==> src/sv/spmd_pkg.sv <==
package spmd_pkg;

  // Decoder phase within one sprite
  typedef enum logic [1:0] {
    PH_IDLE   = 2'd0,
    PH_HEIGHT = 2'd1,
    PH_SKIP   = 2'd2,
    PH_DATA   = 2'd3
  } phase_t;

  // Controller states, one-hot
  typedef enum logic [3:0] {
    ST_ACCEPT = 4'b0001,
    ST_MUL1   = 4'b0010,
    ST_MUL2   = 4'b0100,
    ST_EMIT   = 4'b1000
  } state_t;

  localparam int unsigned SKIP_W = 22;
  localparam int unsigned PAGE_W = 5;

  // Controller to datapath
  typedef struct packed {
    logic take;     // input item accepted this cycle
    logic mul1;     // width * height
    logic mul2;     // size * frame, then phase decision
    logic emit;     // load one pixel into the output register
  } cmd_t;

  // Datapath to controller
  typedef struct packed {
    logic goes_mul;   // item at input is a height byte
    logic goes_emit;  // item at input is a nonzero mask byte
    logic out_free;   // output register can take a pixel
    logic one_left;   // one set bit left in the mask
    logic mask_nz;    // mask still has set bits
  } sts_t;

endpackage

==> src/sv/spmd_ctrl.sv <==
module spmd_ctrl
  import spmd_pkg::*;
(
  input  logic clk,
  input  logic rst_n,
  input  logic in_tvalid,
  output logic in_tready,
  input  sts_t sts,
  output cmd_t cmd
);

  state_t st_r, st_nxt;

  always_comb begin
    st_nxt    = st_r;
    cmd       = '0;
    in_tready = 1'b0;
    case (st_r)
      ST_ACCEPT: begin
        in_tready = 1'b1;
        cmd.take  = in_tvalid;
        if (in_tvalid && sts.goes_mul) begin
          st_nxt = ST_MUL1;
        end else if (in_tvalid && sts.goes_emit) begin
          st_nxt = ST_EMIT;
        end
      end
      ST_MUL1: begin
        cmd.mul1 = 1'b1;
        st_nxt   = ST_MUL2;
      end
      ST_MUL2: begin
        cmd.mul2 = 1'b1;
        st_nxt   = ST_ACCEPT;
      end
      ST_EMIT: begin
        cmd.emit = sts.out_free;
        if (sts.out_free && sts.one_left) begin
          st_nxt = ST_ACCEPT;
        end
      end
      default: begin
        st_nxt = ST_ACCEPT;
      end
    endcase
  end

  always_ff @(posedge clk) begin
    if (!rst_n) begin
      st_r <= ST_ACCEPT;
    end else begin
      st_r <= st_nxt;
    end
  end

`ifndef SYNTHESIS
  a_mul_seq: assert property (@(posedge clk) disable iff (!rst_n)
    st_r == ST_MUL1 |=> st_r == ST_MUL2)
    else $error("multiply sequence broken");
  a_emit_mask: assert property (@(posedge clk) disable iff (!rst_n)
    st_r == ST_EMIT |-> sts.mask_nz)
    else $error("emitting with empty mask");
  a_no_take_busy: assert property (@(posedge clk) disable iff (!rst_n)
    st_r != ST_ACCEPT |-> !cmd.take)
    else $error("item taken while busy");
`endif

endmodule

==> src/sv/spmd_dpath.sv <==
module spmd_dpath
  import spmd_pkg::*;
(
  input  logic        clk,
  input  logic        rst_n,
  input  logic [31:0] in_tdata,
  input  logic        in_tuser,
  output logic        out_tvalid,
  input  logic        out_tready,
  output logic [15:0] out_tdata,
  output logic        out_tuser,
  output logic        out_tlast,
  input  cmd_t        cmd,
  output sts_t        sts
);

  logic [7:0] byte_in, ox_in, oy_in, frm_in;
  assign byte_in = in_tdata[7:0];
  assign ox_in   = in_tdata[15:8];
  assign oy_in   = in_tdata[23:16];
  assign frm_in  = in_tdata[31:24];

  phase_t              phase_r, phase_nxt;
  logic [7:0]          width_r, width_nxt;
  logic [7:0]          hgt_r, hgt_nxt;
  logic [PAGE_W-1:0]   ptot_r, ptot_nxt;
  logic [7:0]          frame_r, frame_nxt;
  logic [7:0]          ocol_r, ocol_nxt;
  logic [7:0]          orow_r, orow_nxt;
  logic [SKIP_W-1:0]   skip_r, skip_nxt;
  logic [15:0]         prod_r, prod_nxt;
  logic [PAGE_W-1:0]   page_r, page_nxt;
  logic [7:0]          col_r, col_nxt;
  logic [7:0]          color_r, color_nxt;
  logic                turn_r, turn_nxt;
  logic [7:0]          mask_r, mask_nxt;
  logic [7:0]          px_r, px_nxt;
  logic [7:0]          ybase_r, ybase_nxt;
  logic                ov_r, ov_nxt;
  logic [7:0]          ox_r, ox_nxt;
  logic [7:0]          oy_r, oy_nxt;
  logic                ow_r, ow_nxt;
  logic                ol_r, ol_nxt;

  logic [2:0]          bit_idx;
  logic [7:0]          mask_clr;
  logic [SKIP_W-1:0]   skip_dec;
  logic [7:0]          col_inc;
  logic [PAGE_W-1:0]   page_inc;

  // lowest set bit of the pending mask
  always_comb begin
    bit_idx = '0;
    for (int i = 7; i >= 0; i--) begin
      if (mask_r[i]) bit_idx = 3'(i);
    end
  end

  assign mask_clr = mask_r & (mask_r - 8'd1);
  assign skip_dec = skip_r - SKIP_W'(1);
  assign col_inc  = col_r + 8'd1;
  assign page_inc = page_r + PAGE_W'(1);

  assign sts.goes_mul  = !in_tuser && (phase_r == PH_HEIGHT);
  assign sts.goes_emit = !in_tuser && (phase_r == PH_DATA) && turn_r && (byte_in != 8'd0);
  assign sts.out_free  = !ov_r || out_tready;
  assign sts.one_left  = (mask_clr == 8'd0);
  assign sts.mask_nz   = (mask_r != 8'd0);

  always_comb begin
    phase_nxt = phase_r;  width_nxt = width_r;  hgt_nxt   = hgt_r;
    ptot_nxt  = ptot_r;   frame_nxt = frame_r;  ocol_nxt  = ocol_r;
    orow_nxt  = orow_r;   skip_nxt  = skip_r;   prod_nxt  = prod_r;
    page_nxt  = page_r;   col_nxt   = col_r;    color_nxt = color_r;
    turn_nxt  = turn_r;   mask_nxt  = mask_r;   px_nxt    = px_r;
    ybase_nxt = ybase_r;  ox_nxt    = ox_r;     oy_nxt    = oy_r;
    ow_nxt    = ow_r;     ol_nxt    = ol_r;
    ov_nxt    = ov_r && !out_tready;

    if (cmd.take) begin
      if (in_tuser) begin
        width_nxt = byte_in;
        ocol_nxt  = ox_in;
        orow_nxt  = oy_in;
        frame_nxt = frm_in;
        phase_nxt = PH_HEIGHT;
      end else begin
        case (phase_r)
          PH_HEIGHT: begin
            hgt_nxt   = byte_in;
            ptot_nxt  = byte_in[7:3];
            page_nxt  = '0;
            col_nxt   = '0;
            color_nxt = '0;
            turn_nxt  = 1'b0;
          end
          PH_SKIP: begin
            skip_nxt = skip_dec;
            if (skip_dec == '0) phase_nxt = PH_DATA;
          end
          PH_DATA: begin
            if (!turn_r) begin
              color_nxt = byte_in;
              turn_nxt  = 1'b1;
            end else begin
              mask_nxt  = byte_in;
              px_nxt    = ocol_r + col_r;
              ybase_nxt = orow_r + {page_r, 3'b000};
              turn_nxt  = 1'b0;
              col_nxt   = col_inc;
              if (col_inc >= width_r) begin
                col_nxt  = '0;
                page_nxt = page_inc;
                if (page_inc >= ptot_r) phase_nxt = PH_IDLE;
              end
            end
          end
          default: begin
          end
        endcase
      end
    end

    if (cmd.mul1) begin
      prod_nxt = 16'(width_r) * 16'(hgt_r);
    end

    if (cmd.mul2) begin
      // 14-bit size times 8-bit frame fills the 22-bit skip count exactly
      skip_nxt = SKIP_W'(prod_r[15:2]) * SKIP_W'(frame_r);
    end

    if (cmd.emit) begin
      ov_nxt   = 1'b1;
      ox_nxt   = px_r;
      oy_nxt   = ybase_r + {5'd0, bit_idx};
      ow_nxt   = color_r[bit_idx];
      ol_nxt   = (mask_clr == 8'd0);
      mask_nxt = mask_clr;
    end
  end

  // phase decision lands with the skip product; the product never wraps,
  // so it is zero exactly when size or frame is zero
  always_ff @(posedge clk) begin
    if (!rst_n) begin
      phase_r  <= PH_IDLE;
      turn_r   <= 1'b0;
      ov_r     <= 1'b0;
    end else begin
      turn_r   <= turn_nxt;
      ov_r     <= ov_nxt;
      if (cmd.mul2) begin
        if (width_r == 8'd0 || ptot_r == '0) begin
          phase_r <= PH_IDLE;
        end else if (prod_r[15:2] == '0 || frame_r == 8'd0) begin
          phase_r <= PH_DATA;
        end else begin
          phase_r <= PH_SKIP;
        end
      end else begin
        phase_r <= phase_nxt;
      end
    end
  end

  always_ff @(posedge clk) begin
    width_r <= width_nxt;  hgt_r   <= hgt_nxt;    ptot_r  <= ptot_nxt;
    frame_r <= frame_nxt;  ocol_r  <= ocol_nxt;   orow_r  <= orow_nxt;
    skip_r  <= skip_nxt;   prod_r  <= prod_nxt;   page_r  <= page_nxt;
    col_r   <= col_nxt;    color_r <= color_nxt;  mask_r  <= mask_nxt;
    px_r    <= px_nxt;     ybase_r <= ybase_nxt;  ox_r    <= ox_nxt;
    oy_r    <= oy_nxt;     ow_r    <= ow_nxt;     ol_r    <= ol_nxt;
  end

  assign out_tvalid = ov_r;
  assign out_tdata  = {oy_r, ox_r};
  assign out_tuser  = ow_r;
  assign out_tlast  = ol_r;

`ifndef SYNTHESIS
  a_emit_nz: assert property (@(posedge clk) disable iff (!rst_n)
    cmd.emit |-> mask_r != 8'd0)
    else $error("pixel emitted from empty mask");
  a_decide: assert property (@(posedge clk) disable iff (!rst_n)
    cmd.mul2 |=> phase_r != PH_HEIGHT)
    else $error("height phase survived decision");
  a_last_clear: assert property (@(posedge clk) disable iff (!rst_n)
    cmd.emit && mask_clr == 8'd0 |=> mask_r == 8'd0 && out_tlast)
    else $error("last pixel not marked");
`endif

endmodule

==> src/sv/sprite_plus_mask_decoder_core.sv <==
// Channel  Direction  tdata (low bit up)                          tuser      tlast
// in_      slave      data_byte, origin_x, origin_y, frame_index  start_req  -
// out_     master     pixel_x, pixel_y                            white      last_of_run
//
// Steps: header, skip, colour and zero-mask bytes pass through accept alone; the height
//   byte through accept, width*height multiply and size*frame multiply, the phase settled
//   together with the skip count; a mask byte is accepted, then emits one pixel per set bit.
// Reset: rst_n synchronous, active low; decoder returns to idle, output empty.
// Stalls: out_tready low holds the pixel register and pauses the bit walk; a new
//   byte is taken while the last pixel of the previous byte waits at the output.
module sprite_plus_mask_decoder_core
  import spmd_pkg::*;
(
  input  logic        clk,
  input  logic        rst_n,
  input  logic        in_tvalid,
  output logic        in_tready,
  input  logic [31:0] in_tdata,   // data_byte, origin_x, origin_y, frame_index
  input  logic        in_tuser,   // start_req
  output logic        out_tvalid,
  input  logic        out_tready,
  output logic [15:0] out_tdata,  // pixel_x, pixel_y
  output logic        out_tuser,  // white
  output logic        out_tlast   // last_of_run
);

  cmd_t cmd;
  sts_t sts;

  // sequencing: accept, two multiply steps, per-bit pixel walk
  spmd_ctrl u_ctrl (
    .clk       (clk),
    .rst_n     (rst_n),
    .in_tvalid (in_tvalid),
    .in_tready (in_tready),
    .sts       (sts),
    .cmd       (cmd)
  );

  // sprite state, skip counter, mask walk and output register
  spmd_dpath u_dpath (
    .clk        (clk),
    .rst_n      (rst_n),
    .in_tdata   (in_tdata),
    .in_tuser   (in_tuser),
    .out_tvalid (out_tvalid),
    .out_tready (out_tready),
    .out_tdata  (out_tdata),
    .out_tuser  (out_tuser),
    .out_tlast  (out_tlast),
    .cmd        (cmd),
    .sts        (sts)
  );

endmodule
==> config.mk <==
export PLATFORM = sky130hd
export DESIGN_NAME = sprite_plus_mask_decoder_core
export DESIGN_NICKNAME = d
export VERILOG_FILES = /design/src/sv/spmd_pkg.sv /design/src/sv/spmd_ctrl.sv /design/src/sv/spmd_dpath.sv /design/src/sv/sprite_plus_mask_decoder_core.sv
export SDC_FILE = /design/constraint.sdc
export NUM_CORES = 1
export LEC_CHECK = 0
export BUFFER_PORTS_ARGS = -buffer_cell sky130_fd_sc_hd__buf_2
export CORE_MARGIN = 8
export CORE_UTILIZATION = 65
export CTS_CLUSTER_SIZE = 30
export DETAILED_ROUTE_END_ITERATION = 8
export PLACE_DENSITY = 0.83
export SLEW_MARGIN = 25
export SYNTH_ARGS = -nofsm -noshare
export SYNTH_HDL_FRONTEND = slang
export SYNTH_HIERARCHICAL = 1
export SYNTH_SLANG_ARGS = --single-unit
==> constraint.sdc <==
create_clock -name clk -period 7.4 [get_ports clk]
set_input_delay 0.74 -clock clk [delete_from_list [all_inputs] [get_ports clk]]
set_output_delay 0.74 -clock clk [all_outputs]
set_load 0.02 [all_outputs]
Word level (Yosys, flattened, before mapping) --
Index checks and enable logic that the tools add are counted.
Word-level totals: output and inout port bits 20, logic and storage cells 142, input bits 37, bits in registers 154
Operators by class: multiply operators 2, equality and inequality tests 18, magnitude comparators 3, add/subtract/negate cells 7, muxes and demuxes 49, bitwise operators 2, reductions and logical operators 39
Operator list (number):
- $mux W22 | 4
- $mux W8 | 8
- $pmux W8 S2 | 2
- $logic_not A8 Y1 | 3
- $mux W3 | 8
- $logic_not A22 Y1 | 1
- $mul A14 B8 Y22 | 1
- $sub A22 B1 Y22 const B | 1
- $add A8 B8 Y8 | 2
- $mul A8 B8 Y16 | 1
- $mux W2 | 8
- $reduce_and A4 Y1 | 4
- $logic_not A14 Y1 | 1
- $mux W4 | 3
- $pmux W4 S3 | 1
- $reduce_bool A2 Y1 | 6
- $mux W5 | 2
- $pmux W5 S2 | 1
- $mux W1 | 9
- $reduce_and A3 Y1 | 3
- $add A8 B1 Y8 const B | 1
- $add A8 B3 Y8 | 1
- $and A8 B8 Y8 | 1
- $ge A8 B8 Y1 | 1
- 28 further kinds | 47

Longest topological paths before layout --
depth after elaboration 10, depth in mapped cells 19, mapped depth without buffers 18

Hierarchy --
The synthesis kept the hierarchy.
Modules (own cells, without submodules):
- spmd_dpath | times used 1, seq. area each 4254.1 um^2, cells each 1177, area an instance 12295.5 um^2
- spmd_ctrl | times used 1, seq. area each 80.1 um^2, cells each 21, area an instance 215.2 um^2

Worst setup path after synthesis --
Ideal clock, no wire load.
path kind reg-to-reg, start point register u_dpath.frame_r[7], end point register u_dpath.skip_r[20] (data pin), required time 7.130 ns, buffers on the path 1, clock period less this slack 4.743 ns, arrival 4.473 ns, cell stages (with the launch flop) 18, setup time 0.270 ns, slack 2.657 ns, cells stage by stage edfxtp_1 -> clkbuf_1 -> and2_1 -> fa_1 -> fa_1 -> fa_1 -> inv_1 -> fa_1 -> inv_1 -> ha_1 -> a21o_1 -> a21o_1 -> a21o_1 -> a22oi_1 -> a31oi_1 -> a21oi_1 -> xor2_1 -> mux2i_1
On the way: cells in the longest elaborated chain, start to end 2
RTL lines:
- from (decl) | RTL line spmd_dpath.sv:27 | logic [7:0] frame_r, frame_nxt;
- from (signal assigned) | RTL line spmd_dpath.sv:169 | frame_r <= frame_nxt; ocol_r <= ocol_nxt; orow_r <= orow_nxt;
- $mul A14 B8 Y22 | RTL line spmd_dpath.sv:130 | skip_nxt = SKIP_W'(prod_r[15:2]) * SKIP_W'(frame_r);
- $mux W22 | RTL line spmd_dpath.sv:128 | if (cmd.mul2) begin
- via u_dpath.skip_nxt[20] | RTL line spmd_dpath.sv:30 | logic [SKIP_W-1:0] skip_r, skip_nxt;
- to (signal assigned) | RTL line spmd_dpath.sv:170 | skip_r <= skip_nxt; prod_r <= prod_nxt; page_r <= page_nxt;
- to (decl) | RTL line spmd_dpath.sv:30
The timed path passes the listed nets, and every way through them passes these cells. A chain may end at the register's enable or synchronous reset.

Final worst setup path --
start point register u_dpath.frame_r[7], end point register u_dpath.skip_r[21] (data pin)
Same word-level chain as after synthesis.

==> load_flow_metrics.sql <==
INSERT INTO impl_metrics (metric_group, metric, value, unit) VALUES
('power', 'cellLeakagePower', '6.11', 'nW'),
('critical_path', 'timing.critical_path.required', '7550', 'ps'),
('route', 'postRouteAntennaNets', '0', ''),
('clock_tree', 'cts_buffers', '17', ''),
('timing', 'fin_setup_tns', '0', 'ps'),
('grt', 'grt_antenna_before_repair', '1', ''),
('yosys', 'average_cell_area_after_synthesis', '10.4', 'sq um'),
('die', 'core_region_area', '0.0188', 'sq mm'),
('min_path', 'min-delay-path-class', 'flop to flop', ''),
('power', 'power.clock.fraction', '0.344', ''),
('clock_tree', 'cts-root-to-sink-buffers', '2', ''),
('clock_tree', 'postCtsHoldBufs', '0', ''),
('route', 'routed_wl', '26.9', 'mm'),
('cells_and_area', 'area.growth.synth_to_final', '8.90', '%'),
('placement', 'hpwl', '20.6', 'mm'),
('placement', 'io_buffer_count', '56', ''),
('status', 'outcome', 'finished, final reports clean', ''),
('timing', 'maxSlewHeadroom', '0.383', ''),
('yosys', 'ys_warn_count', '6', ''),
('placement', 'dpl-instance-area', '0.0130', 'sq mm'),
('power', 'power.share.combinational', '0.275', ''),
('critical_path', 'timing_worst_setup_path_type', 'flop to flop', ''),
('cells_and_area', 'final_layout_size_suffix_gt1_frac', '0.0941', ''),
('die', 'ios', '57', ''),
('critical_path', 'cp_max_fo', '15', ''),
('route', 'post_drt_via_cell_ratio', '5.84', ''),
('grt', 'grt_max_degree', '36', ''),
('timing', 'finalClockSkew', '9.04', 'ps'),
('power', 'totalPowerFinal', '0.00254', 'W'),
('grt', 'grt_first_pass_wirelength', '44.6', 'mm'),
('cells_and_area', 'finish.utilization', '0.726', ''),
('route', 'initialDrtViolationCount', '726', ''),
('route', 'route.vias.total', '8766', ''),
('die', 'die_w', '155', 'microns'),
('clock_tree', 'cts.repair.resized', '0', ''),
('clock_tree', 'cts.htree.levels', '4', ''),
('clock_tree', 'worstSkewPairLatency', '420', 'ps'),
('critical_path', 'cp-start-kind', 'flop', ''),
('route', 'routed_length_per_placed_instance', '18.0', 'microns'),
('timing', 'count_of_final_setup_violators', '0', ''),
('placement', 'place_congestion', '0.863', ''),
('die', 'floorplan.initialDensity', '0.666', ''),
('cells_and_area', 'final_nets', '1509', ''),
('power', 'power.switching_fraction', '0.310', ''),
('job', 'max_cap_violations', '0', ''),
('clock_tree', 'post_cts.repair.setup_buffers', '0', ''),
('power', 'internal-power', '0.00176', 'W'),
('timing', 'fin_crit', '5110', 'ps'),
('power', 'power.switching', '0.000788', 'W'),
('power', 'vdd.ir_drop.worst', '178', 'uV'),
('cells_and_area', 'final_design_area_no_fill', '0.0136', 'sq mm'),
('die', 'die-height', '155', 'microns'),
('timing', 'min_period_over_period', '0.691', ''),
('timing', 'finalHoldViolCount', '0', ''),
('timing', 'fmax', '196', 'MHz'),
('timing', 'worst_pin_slew', '923', 'ps'),
('timing', 'timing.final.max_slew_violations', '0', ''),
('route', 'drc', '0', ''),
('die', 'fp.dieArea', '0.0239', 'sq mm'),
('yosys', 'synthesized_netlist_cell_count', '1197', ''),
('clock_tree', 'tritoncts', 'built', ''),
('timing', 'rsz_0062_raised_after_global_routing', 'no', ''),
('grt', 'gr-total-overflow', '0', ''),
('critical_path', 'setup.worst_path.end_class', 'flop', ''),
('yosys', 'mappedNetlistArea', '0.0125', 'sq mm'),
('clock_tree', 'clk_root_buffer_cell', 'clkbuf_16', ''),
('clock_tree', 'clkSinkCount', '147', ''),
('power', 'pwr-share-seq', '0.381', ''),
('grt', 'vias_in_the_first_global_route', '8999', ''),
('clock_tree', 'cts.reportedPaths.clkPinSlew', '60', 'ps'),
('die', 'placement_rows', '50', ''),
('cells_and_area', 'fillerInstances', '1253', ''),
('route', 'drtPass1Iterations', '5', ''),
('yosys', 'mappedNetlistNets', '1453', ''),
('critical_path', 'worst_ep_arrival_time', '5260', 'ps'),
('grt', 'track_usage', '0.232', ''),
('power', 'power_density', '187', 'mW/mm^2');
-- final timing paths --
kind	from	depth (start not counted)	to	slack (ps)
worst max-delay path	u_dpath/frame_r[7]	17	u_dpath/skip_r[21]	2290
worst min register to register	u_dpath/px_r[5]	0	u_dpath/ox_r[5]	420
worst min-delay path	u_dpath/px_r[5]	0	u_dpath/ox_r[5]	420
worst max register to register	u_dpath/frame_r[7]	17	u_dpath/skip_r[21]	2290
-- placed cells by master, fill, tap and decap left out, drive strengths merged, types with 4 or more instances in the layout --
cell type and n:
nor4b 4, ha 108, dfxtp 8, o31ai 4, nor4 16, nor2b 15
or3 4, a21oi 43, nand4 5, nor2 68, nor3 15, o21ai 33
inv 195, o21a 5, o21bai 7, xnor2 44, fa 111, xor2 27
a21o 21, clkbuf 17, or2 5, and3 10, and2 114, nand2 96
mux2i 7, nand2b 7, nand3 20, edfxtp 139, a31oi 5, or4 5
buf 61
-- per-stage QoR --
stage	instances	setup slack (ps)	hold slack, ps
floorplan	1197	2660	400
global placement	1468	2460	402
detailed placement	1468	2310	405
CTS	1499	2270	419
global route	1500	1870	421
finish	1500	2290	418
-- worst max-delay path, stage by stage (launching register included) --
cell	delay (ps)
edfxtp_1	630
nand2_1	150
fa_1	540
fa_1	550
inv_1	60
fa_1	520
inv_1	50
fa_1	520
inv_1	40
ha_1	340
o21ai_0	100
a21oi_1	180
o21ai_0	130
a21oi_1	310
o2111ai_1	210
a41oi_1	260
xnor2_1	160
mux2i_1	90
-- state kept, by name (all words and copies together) (netlist names), 4 cells and up --
register         flops
u_dpath/frame_r      8
u_dpath/px_r         8
u_dpath/ocol_r       8
u_dpath/col_r        8
u_dpath/hgt_r        8
u_dpath/page_r       5
u_ctrl/st_r          4
u_dpath/orow_r       8
u_dpath/ybase_r      8
u_dpath/width_r      8
u_dpath/ox_r         8
u_dpath/skip_r      22
u_dpath/prod_r      14
u_dpath/mask_r       8
u_dpath/color_r      8
u_dpath/oy_r         8
-- area by class of cell --
class	count	area [sq um]	share of cell area
clock inverters	14	170	0.0125
clock buffers	17	425	0.0312
repair buffers	61	318	0.0233
multi-input cells	838	7370	0.541
flip-flops and latches	147	4330	0.318
diodes	1	2.50	0.000184
inverters	188	706	0.0518
well taps	234	293	0.0215
-- power groups by stage --
stage               Clock, W  Sequential (W)  Combinational [W]
floorplan                  0        0.000970           0.000549
global placement           0        0.000984           0.000666
detailed placement         0        0.000986           0.000692
CTS                 0.000886        0.000968           0.000703
global route        0.000917        0.000971           0.000794
finish              0.000875        0.000969           0.000700
-- metal layers --
| metal | track usage | share of wire | vias to the layer above |
|---|---|---|---|
| li1 | - | - | 4096 |
| met1 | 0.298 | 0.42 | 4233 |
| met2 | 0.388 | 0.49 | 364 |
| met3 | 0.0340 | 0.064 | 73 |
| met4 | 0.0985 | 0.033 | 0 |
| met5 | 0 | 0 | - |
(Power assumes the default switching activity.)
